## config.mk

```make
export PLATFORM = sky130hd
export DESIGN_NAME = serial_date_to_calendar
export DESIGN_NICKNAME = d
export VERILOG_FILES = /design/src/hdl/sdc_pkg.sv /design/src/hdl/serial_date_to_calendar.sv
export SDC_FILE = /design/constraint.sdc
export NUM_CORES = 1
export LEC_CHECK = 0
export BUFFER_PORTS_ARGS = -buffer_cell sky130_fd_sc_hd__buf_2
export CAP_MARGIN = 40
export CORE_MARGIN = 1.5
export CORE_UTILIZATION = 65
export CTS_CLUSTER_DIAMETER = 40
export DETAILED_ROUTE_END_ITERATION = 6
export HOLD_SLACK_MARGIN = 0.06
export PLACE_DENSITY = 0.94
export SLEW_MARGIN = 20
export SYNTH_ARGS = -nofsm -noshare
export SYNTH_HDL_FRONTEND = slang
export SYNTH_SLANG_ARGS = --single-unit
```

## constraint.sdc

```tcl
create_clock -name i_clk -period 7.82 [get_ports i_clk]
set_input_delay 1.564 -clock i_clk [delete_from_list [all_inputs] [get_ports i_clk]]
set_output_delay 1.564 -clock i_clk [all_outputs]
set_load 0.01 [all_outputs]
```

## src/hdl/sdc_pkg.sv

```systemverilog
// Package: constants and month-end table for the serial date to calendar converter.
`timescale 1ns / 1ps

package sdc_pkg;

    localparam int unsigned DayW      = 17;
    localparam int unsigned FracW     = 32;
    localparam int unsigned DoyW      = 9;
    localparam int unsigned RemW      = 12;

    localparam logic [16:0] SerialMax = 17'd73415;
    localparam logic [16:0] DayMax    = 17'd73414;
    localparam logic [10:0] DaysCycle = 11'd1461;
    localparam logic [10:0] DaysLeap  = 11'd366;
    localparam logic [10:0] DaysYear  = 11'd365;
    localparam logic [11:0] BaseYear  = 12'd1900;

    localparam logic [16:0] SecsDay   = 17'd86400;
    localparam logic [16:0] SecsLast  = 17'd86399;
    localparam logic [11:0] SecsHour  = 12'd3600;
    localparam logic [5:0]  SecsMin   = 6'd60;

    // reciprocal multipliers: floor(x * M / 2^S) == x / C over the used range
    localparam logic [16:0] CycMul    = 17'd91868;
    localparam int unsigned CycShift  = 27;
    localparam logic [16:0] HourMul   = 17'd74566;
    localparam int unsigned HourShift = 28;
    localparam logic [12:0] MinMul    = 13'd4370;
    localparam int unsigned MinShift  = 18;

    localparam int unsigned NumEnds   = 11;

    function automatic logic [DoyW-1:0] month_end(input logic leap, input logic [3:0] idx);
        logic [DoyW-1:0] v;
        case (idx)
            4'd0:    v = 9'd31;
            4'd1:    v = 9'd59;
            4'd2:    v = 9'd90;
            4'd3:    v = 9'd120;
            4'd4:    v = 9'd151;
            4'd5:    v = 9'd181;
            4'd6:    v = 9'd212;
            4'd7:    v = 9'd243;
            4'd8:    v = 9'd273;
            4'd9:    v = 9'd304;
            4'd10:   v = 9'd334;
            default: v = 9'd511;
        endcase
        if (leap && idx != 4'd0 && idx < 4'd11) begin
            v = v + 9'd1;
        end
        return v;
    endfunction

endpackage

```

## src/hdl/serial_date_to_calendar.sv

```systemverilog
// Top level: pipelined serial day/fraction to calendar date and time of day converter.
`timescale 1ns / 1ps

//  channel  | valid    | ready    | payload
//  ---------+----------+----------+-----------------------------------------------
//  input    | i_valid  | o_ready  | i_day_number, i_day_fraction
//  output   | o_valid  | i_ready  | o_year, o_month, o_day_of_month, o_hour,
//           |          |          | o_minute, o_second, o_range_flag
//
//  Seven register stages; a beat is accepted every cycle unless the output is
//  stalled and every stage is full. The time path runs through the day-fraction
//  scale and the hour and minute reciprocal multiplies, each followed by a register.
//  Each stage holds while the one after it is full and stalled; bubbles are
//  filled, so o_ready stays high while any stage is empty.
//  Reset (i_rst_n low, synchronous) clears the stage valid bits only.

module serial_date_to_calendar (
    input  logic        i_clk,
    input  logic        i_rst_n,
    input  logic        i_valid,
    output logic        o_ready,
    input  logic [16:0] i_day_number,
    input  logic [31:0] i_day_fraction,
    output logic        o_valid,
    input  logic        i_ready,
    output logic [11:0] o_year,
    output logic [3:0]  o_month,
    output logic [4:0]  o_day_of_month,
    output logic [4:0]  o_hour,
    output logic [5:0]  o_minute,
    output logic [5:0]  o_second,
    output logic        o_range_flag
);

    localparam int unsigned NStg = 7;

    logic [NStg-1:0] r_v;
    logic [NStg-1:0] en;

    always_comb begin
        en[NStg-1] = !r_v[NStg-1] || i_ready;
        for (int k = NStg - 2; k >= 0; k--) begin
            en[k] = !r_v[k] || en[k+1];
        end
    end

    assign o_ready = en[0];
    assign o_valid = r_v[NStg-1];

    always_ff @(posedge i_clk) begin
        if (!i_rst_n) begin
            r_v <= '0;
        end else begin
            if (en[0]) begin
                r_v[0] <= i_valid;
            end
            for (int k = 1; k < NStg; k++) begin
                if (en[k]) begin
                    r_v[k] <= r_v[k-1];
                end
            end
        end
    end

    // stage 0: clamp serial, zero-based day
    logic [16:0] r0_d, n0_d;
    logic        r0_flag, n0_flag;
    logic [31:0] r0_frac;

    always_comb begin
        n0_flag = 1'b0;
        n0_d    = i_day_number - 17'd1;
        if (i_day_number == 17'd0) begin
            n0_d    = 17'd0;
            n0_flag = 1'b1;
        end else if (i_day_number > sdc_pkg::SerialMax) begin
            n0_d    = sdc_pkg::DayMax;
            n0_flag = 1'b1;
        end
    end

    always_ff @(posedge i_clk) begin
        if (en[0]) begin
            r0_d    <= n0_d;
            r0_flag <= n0_flag;
            r0_frac <= i_day_fraction;
        end
    end

    // stage 1: cycle quotient product, fraction times seconds per day
    logic [16:0] r1_d;
    logic        r1_flag;
    logic [33:0] r1_pq, n1_pq;
    logic [48:0] r1_ps, n1_ps;

    assign n1_pq = 34'(r0_d) * 34'(sdc_pkg::CycMul);
    assign n1_ps = 49'(r0_frac) * 49'(sdc_pkg::SecsDay);

    always_ff @(posedge i_clk) begin
        if (en[1]) begin
            r1_d    <= r0_d;
            r1_flag <= r0_flag;
            r1_pq   <= n1_pq;
            r1_ps   <= n1_ps;
        end
    end

    // stage 2: cycle and day in cycle; rounded, saturated seconds
    logic [5:0]  r2_cyc, n2_cyc;
    logic [10:0] r2_q, n2_q;
    logic [16:0] r2_secs, n2_secs;
    logic        r2_flag, n2_flag;
    logic [16:0] n2_qfull;
    logic [49:0] n2_sum;
    logic [17:0] n2_sraw;

    always_comb begin
        n2_cyc   = r1_pq[sdc_pkg::CycShift +: 6];
        n2_qfull = r1_d - 17'(17'(n2_cyc) * 17'(sdc_pkg::DaysCycle));
        n2_q     = n2_qfull[10:0];
        n2_sum   = 50'(r1_ps) + 50'h0_0000_8000_0000;
        n2_sraw  = n2_sum[49:32];
        n2_flag  = r1_flag;
        n2_secs  = n2_sraw[16:0];
        if (n2_sraw >= 18'(sdc_pkg::SecsDay)) begin
            n2_secs = sdc_pkg::SecsLast;
            n2_flag = 1'b1;
        end
    end

    always_ff @(posedge i_clk) begin
        if (en[2]) begin
            r2_cyc  <= n2_cyc;
            r2_q    <= n2_q;
            r2_secs <= n2_secs;
            r2_flag <= n2_flag;
        end
    end

    // stage 3: year in cycle, day of year; hour product
    logic [5:0]  r3_cyc;
    logic [1:0]  r3_yic, n3_yic;
    logic [8:0]  r3_doy, n3_doy;
    logic [16:0] r3_secs;
    logic        r3_flag;
    logic [33:0] r3_ph, n3_ph;
    logic [10:0] n3_t;

    always_comb begin
        n3_t = r2_q - sdc_pkg::DaysLeap;
        if (r2_q < sdc_pkg::DaysLeap) begin
            n3_yic = 2'd0;
            n3_doy = 9'(r2_q + 11'd1);
        end else if (n3_t < sdc_pkg::DaysYear) begin
            n3_yic = 2'd1;
            n3_doy = 9'(n3_t + 11'd1);
        end else if (n3_t < 11'(2 * 365)) begin
            n3_yic = 2'd2;
            n3_doy = 9'(n3_t - 11'(365 - 1));
        end else begin
            n3_yic = 2'd3;
            n3_doy = 9'(n3_t - 11'(2 * 365 - 1));
        end
        n3_ph = 34'(r2_secs) * 34'(sdc_pkg::HourMul);
    end

    always_ff @(posedge i_clk) begin
        if (en[3]) begin
            r3_cyc  <= r2_cyc;
            r3_yic  <= n3_yic;
            r3_doy  <= n3_doy;
            r3_secs <= r2_secs;
            r3_flag <= r2_flag;
            r3_ph   <= n3_ph;
        end
    end

    // stage 4: month lookup; hours and remaining seconds
    logic [5:0]  r4_cyc;
    logic [1:0]  r4_yic;
    logic [8:0]  r4_doy;
    logic [3:0]  r4_mon, n4_mon;
    logic [8:0]  r4_prev, n4_prev;
    logic [4:0]  r4_hh, n4_hh;
    logic [11:0] r4_rem, n4_rem;
    logic        r4_flag;
    logic [16:0] n4_rfull;
    logic [8:0]  n4_end;

    always_comb begin
        n4_mon  = 4'd1;
        n4_prev = 9'd0;
        n4_end  = 9'd0;
        for (int i = 0; i < sdc_pkg::NumEnds; i++) begin
            n4_end = sdc_pkg::month_end(r3_yic == 2'd0, 4'(i));
            if (r3_doy > n4_end) begin
                n4_mon  = 4'(i + 2);
                n4_prev = n4_end;
            end
        end
        n4_hh    = r3_ph[sdc_pkg::HourShift +: 5];
        n4_rfull = r3_secs - 17'(17'(n4_hh) * 17'(sdc_pkg::SecsHour));
        n4_rem   = n4_rfull[11:0];
    end

    always_ff @(posedge i_clk) begin
        if (en[4]) begin
            r4_cyc  <= r3_cyc;
            r4_yic  <= r3_yic;
            r4_doy  <= r3_doy;
            r4_mon  <= n4_mon;
            r4_prev <= n4_prev;
            r4_hh   <= n4_hh;
            r4_rem  <= n4_rem;
            r4_flag <= r3_flag;
        end
    end

    // stage 5: year, day of month; minute product
    logic [11:0] r5_year, n5_year;
    logic [3:0]  r5_mon;
    logic [4:0]  r5_dom, n5_dom;
    logic [4:0]  r5_hh;
    logic [11:0] r5_rem;
    logic [24:0] r5_pm, n5_pm;
    logic        r5_flag;
    logic [8:0]  n5_dfull;

    always_comb begin
        n5_year  = sdc_pkg::BaseYear + {4'd0, r4_cyc, 2'b00} + 12'(r4_yic);
        n5_dfull = r4_doy - r4_prev;
        n5_dom   = n5_dfull[4:0];
        n5_pm    = 25'(r4_rem) * 25'(sdc_pkg::MinMul);
    end

    always_ff @(posedge i_clk) begin
        if (en[5]) begin
            r5_year <= n5_year;
            r5_mon  <= r4_mon;
            r5_dom  <= n5_dom;
            r5_hh   <= r4_hh;
            r5_rem  <= r4_rem;
            r5_pm   <= n5_pm;
            r5_flag <= r4_flag;
        end
    end

    // stage 6: minutes and seconds, output register
    logic [5:0]  n6_mm;
    logic [11:0] n6_sfull;
    logic [11:0] r6_year;
    logic [3:0]  r6_mon;
    logic [4:0]  r6_dom;
    logic [4:0]  r6_hh;
    logic [5:0]  r6_mm;
    logic [5:0]  r6_ss;
    logic        r6_flag;

    always_comb begin
        n6_mm    = r5_pm[sdc_pkg::MinShift +: 6];
        n6_sfull = r5_rem - 12'(12'(n6_mm) * 12'(sdc_pkg::SecsMin));
    end

    always_ff @(posedge i_clk) begin
        if (en[6]) begin
            r6_year <= r5_year;
            r6_mon  <= r5_mon;
            r6_dom  <= r5_dom;
            r6_hh   <= r5_hh;
            r6_mm   <= n6_mm;
            r6_ss   <= n6_sfull[5:0];
            r6_flag <= r5_flag;
        end
    end

    assign o_year         = r6_year;
    assign o_month        = r6_mon;
    assign o_day_of_month = r6_dom;
    assign o_hour         = r6_hh;
    assign o_minute       = r6_mm;
    assign o_second       = r6_ss;
    assign o_range_flag   = r6_flag;

endmodule

```

== Word-level counts from Yosys, hierarchy flattened ==
Index checks and enable logic that the tools add are counted.

* Input port bits: 53
* Bits in registers: 374
* Output and inout bits: 41

* Reductions and logical operators: 19
* Order comparisons: 16
* Multiply operators: 7
* $add $sub $neg: 13
* Multiplexer cells: 38

{| class="wikitable"
|+ Operators by type and width
! operator !! count
|-
| $mux W5 || 11
|-
| $add A49 B32 Y50 const B || 1
|-
| $mul A32 B10 Y42 const B || 1
|-
| $gt A9 B8 Y1 || 4
|-
| $mul A17 B16 Y32 const B || 1
|-
| $mul A17 B15 Y31 const B || 1
|-
| $gt A9 B9 Y1 || 3
|-
| $mux W9 || 3
|-
| $mux W4 || 6
|-
| $mul A12 B12 Y23 const B || 1
|-
| $lt A11 B9 Y1 const B || 2
|-
| $add A9 B1 Y9 const B || 2
|-
| $ge A18 B17 Y1 const B || 1
|-
| $gt A9 B7 Y1 || 2
|-
| $mux W3 || 6
|-
| $gt A17 B17 Y1 const B || 1
|-
| $logic_not A17 Y1 || 1
|-
| $mux W17 || 1
|-
| $sub A17 B1 Y17 const B || 1
|-
| $add A11 B8 Y12 const A || 1
|-
| $add A12 B2 Y12 || 1
|-
| $sub A12 B12 Y12 || 1
|-
| $lt A11 B10 Y1 const B || 1
|-
| $mul A6 B11 Y11 const B || 1
|-
| 17 further kinds || 39
|}

== Depth between registers and ports, before layout ==
* Depth in word-level cells: 13
* Depth in mapped cells: 22
* Mapped depth without buffers: 22

== Least setup slack after synthesis ==
Ideal clock, no wire load.

* Kind: register -> register
* Start: register r0_d[14]
* End: register r1_pq[32] (data pin)
* Clock period less this slack: 5683 ps
* Stages on the path, launching flop included: 23
* Data arrival time: 5423 ps
* Required time: 7560 ps
* Path slack: 2137 ps
* Buffers on the path: 0
* Cell sequence: edfxtp_1 inv_1 fa_1 inv_1 fa_1 inv_1 fa_1 inv_1 fa_1 fa_1 inv_1 fa_1 inv_1 ha_1 a2111oi_0 o21ai_0 o21ai_0 o21ai_0 a211o_1 and3_1 o21a_1 nor2_1 xnor2_1

* Longest elaborated chain between the ends: 1

{| class="wikitable"
|+ RTL lines
! item !! line !! RTL
|-
| from (decl) || serial_date_to_calendar.sv:66 || <nowiki>logic [16:0] r0_d, n0_d;</nowiki>
|-
| from (signal assigned) || serial_date_to_calendar.sv:84 || <nowiki>r0_d <= n0_d;</nowiki>
|-
| $mul A17 B15 Y31 || serial_date_to_calendar.sv:96 || <nowiki>assign n1_pq = 34'(r0_d) * 34'(sdc_pkg::CycMul);</nowiki>
|-
| net n1_pq[32] || serial_date_to_calendar.sv:93 || <nowiki>logic [33:0] r1_pq, n1_pq;</nowiki>
|-
| to (signal assigned) || serial_date_to_calendar.sv:103 || <nowiki>r1_pq <= n1_pq;</nowiki>
|-
| to (decl) || serial_date_to_calendar.sv:93 ||
|}

The timed path passes the listed nets, and every way through them passes these cells.
A chain may end at the register's enable or synchronous reset.

== Worst setup path after layout ==
Same ends and word-level chain as after synthesis.

==> impl_metrics.json <==
{
  "yosysTopAreaCell": "edfxtp_1",
  "via_count": 18800,
  "tightest_slew_ns": 0.785,
  "rows": 75,
  "grt_first_pass_wirelength_mm": 103,
  "synthTopCellsByCount": "578 x inv_1, 530 x ha_1, 274 x edfxtp_1",
  "syn-num-nets": 3292,
  "core_mm2": 0.0419,
  "postSynth.asyncResetShare_pct": 0,
  "final.min_clock_period_ns": 6.24,
  "htree_num_levels": 2,
  "wl_per_cell_um": 20.2,
  "cts.sinks": 281,
  "setup-tns-final_ns": 0,
  "die_area_mm2": 0.0435,
  "finalCritPeriodShare_pct": 79.8,
  "num_antenna_cells": 0,
  "hold_path_class": "reg2reg",
  "drcViolationCount": 0,
  "holdPathEnd": "r5_hh[4]$_DFFE_PP_",
  "first_iter_violations": 1527,
  "ys_seq_area_share_pct": 30.5,
  "clock-root-buffer": "clkbuf_16",
  "hold-worst-slack_ns": 0.418,
  "r2r-end": "r1_pq[32]$_DFFE_PP_",
  "synth_area_per_cell_um2": 11.2,
  "grt_usage_pct": 30.0,
  "worst_ep_required_time_ns": 8.13,
  "hold_viol": 0,
  "setup_viol": 0,
  "rsz0062_at_grt": "false",
  "cts_tree": "done",
  "synthTopCellsByArea": "edfxtp_1 30%, ha_1 24%, fa_1 19%",
  "critPathMaxFanout": 5,
  "dp_hpwl_mm": 46.4,
  "max_cap_violations": 0,
  "r2r-start": "r0_d[14]$_SDFFCE_PP0P_",
  "die_h_um": 209,
  "max_freq_mhz": 160,
  "antenna_found_initial": 0,
  "synth_cells": 2443,
  "drive_above_1_share_pct": 8.14,
  "crit_chain": "inv_1, fa_1, inv_1, fa_1, inv_1, fa_1, inv_1, fa_1, fa_1, inv_1, fa_1, inv_1, ha_1, a2111oi_0, o21ai_0, o21ai_0, o21ai_0, a211o_1, and3_1, o21a_1, nor2_1, xnor2_1",
  "synth_edf_count": 274,
  "reg2reg_depth": 22,
  "end_kind": "flop",
  "die_w_um": 209,
  "ctsHoldBuffers": 0,
  "synthDominantCellAreaShare_pct": 30.0,
  "synthesis.area_mm2": 0.0275,
  "gp_congestion": 0.908,
  "drt-pass1-iter-count": 6,
  "syn2layout_area_growth_pct": 9.39,
  "clockBufferDepth": 3,
  "max_stage_delay_ns": 0.56,
  "synth.most_common_cell": "inv_1",
  "io_pins": 94,
  "critPathKind": "reg2reg",
  "drtAntennaViolNets": 0,
  "crit_arrival_ns": 6.55,
  "grt-ovfl-total": 0,
  "wl_mm": 63.4,
  "cts_buffers": 45,
  "yosysWarnings": 0,
  "grt_pass1_vias": 20800,
  "via_per_inst": 5.98,
  "reg2reg_slack_ns": 1.58,
  "clk_pin_slew_ns": 0.06,
  "port_buffers": 93,
  "slowest_stage": "fa_1",
  "hold_start": "r4_hh[4]$_DFFE_PP_",
  "final-max-slew-violation-count": 0,
  "worst_hold_path.num_cells": 0,
  "layout.nets": 3419,
  "ctsResizeCount": 0,
  "maxSlewHeadroom_pct": 47.3,
  "outcome": "finished, final reports clean",
  "synth_cell_types": 87,
  "ys_ff_latch": 281,
  "skew_ns": 0.0218,
  "post_cts_buffers": 0,
  "grt_start_max_net_pins": 52,
  "start_util_pct": 65.6,
  "start_kind": "flop",
  "synth_ff_type": "edfxtp_1",
  "clk_latency_ns": 0.58
}
[critical path, delay by kind of cell (launching register included)]
kind	cells	cell delay, ns
compound gates	6	1.32
xor+xnor	1	0.07
fa+ha+maj	7	3.39
buf+inv	6	0.44
flops	1	0.44
simple gates	2	0.30
[layout make-up]
type	instances	area [um2]
Clock buffer	46	1130
Clock inverter	37	370
Fill cell	2502	11800
Inverter	579	2170
Multi-Input combinational cell	1560	16800
Sequential cell	281	8370
Tap cell	539	674
Timing Repair Buffer	103	542
[sequential cells by signal (all words and copies together), names as in the netlist, 9 cells and up]
name and count:
o_year 12, r0_d 17, r0_frac 32, r1_d 11, r1_ps 18, r2_q 11, r2_secs 17, r3_doy 9
r3_secs 12, r4_rem 12, r5_year 12
[worst max-delay path by stage]
stage                                       from                  end  slack (ns)  cells after the start
after global placement    r0_d[14]$_SDFFCE_PP0P_  r1_pq[32]$_DFFE_PP_        1.88                     22
after CTS                 r0_d[14]$_SDFFCE_PP0P_  r1_pq[32]$_DFFE_PP_        1.60                     22
after detailed placement  r0_d[14]$_SDFFCE_PP0P_  r1_pq[32]$_DFFE_PP_        1.63                     22
after floorplan           r0_d[14]$_SDFFCE_PP0P_  r1_pq[32]$_DFFE_PP_        2.14                     22
after global routing      r0_d[14]$_SDFFCE_PP0P_  r1_pq[32]$_DFFE_PP_        1.33                     22
final                     r0_d[14]$_SDFFCE_PP0P_  r1_pq[32]$_DFFE_PP_        1.58                     22
[cell families (layout without fill, tap and decap cells)]
logic type / after synthesis / count (layout) / share of synthesized area (%)
flip-flops: 281 / 281 / 30.5
XOR/XNOR: 124 / 124 / 3.98
AO/OA/AOI/OAI: 310 / 310 / 7.38
adder cells (fa/ha/maj): 796 / 796 / 43.6
AND/OR/NAND/NOR: 323 / 323 / 5.88
buffers and inverters: 602 / 765 / 8.43
multiplexers: 7 / 7 / 0.278
[through the flow]
stage | setup WS, ns | utilization (%) | instances | instance area, um2
after global routing | 1.33 | 71.7 | 3145 | 30000
after detailed placement | 1.63 | 68.1 | 3061 | 28500
after CTS | 1.60 | 71.7 | 3144 | 30000
after floorplan | 2.14 | - | 2443 | 27500
after global placement | 1.88 | 68.1 | 3059 | 28500
final | 1.58 | 71.7 | 3145 | 30000
[layout by cell type, fill, tap and decap left out, types with 5 or more instances in the layout]
| cell type | count |
|---|---|
| inv_1 | 578 |
| edfxtp_1 | 274 |
| o21bai_1 | 11 |
| or2_2 | 7 |
| buf_4 | 8 |
| o21a_1 | 15 |
| ha_1 | 530 |
| a211oi_1 | 10 |
| nand2b_1 | 16 |
| a31oi_1 | 9 |
| nand4_1 | 19 |
| xnor2_1 | 86 |
| buf_2 | 93 |
| a21oi_1 | 97 |
| fa_1 | 266 |
| nand2_1 | 69 |
| o31ai_1 | 8 |
| a21o_1 | 35 |
| dfxtp_1 | 7 |
| xor2_1 | 37 |
| inv_8 | 12 |
| and3_1 | 13 |
| nor3_1 | 25 |
| clkbuf_16 | 45 |
| and2_1 | 5 |
| o21ai_0 | 57 |
| nor4_1 | 8 |
| inv_6 | 9 |
| nor2_1 | 81 |
| clkinv_4 | 5 |
| mux2i_1 | 5 |
| nand3_1 | 34 |
| clkinv_1 | 6 |
| o211ai_1 | 8 |
| nor2b_1 | 22 |
[per-layer routing]
layer,global-route usage (%),vias up,routed length (um)
met5,0,-,0
met2,55.4,900,33200
met3,4.75,284,4010
met1,33.3,9166,23100
li1,-,8452,-
met4,15.3,0,3140
Power is not shown: default switching activity piles up to over one toggle a cycle in this logic, so the estimate is an artifact.
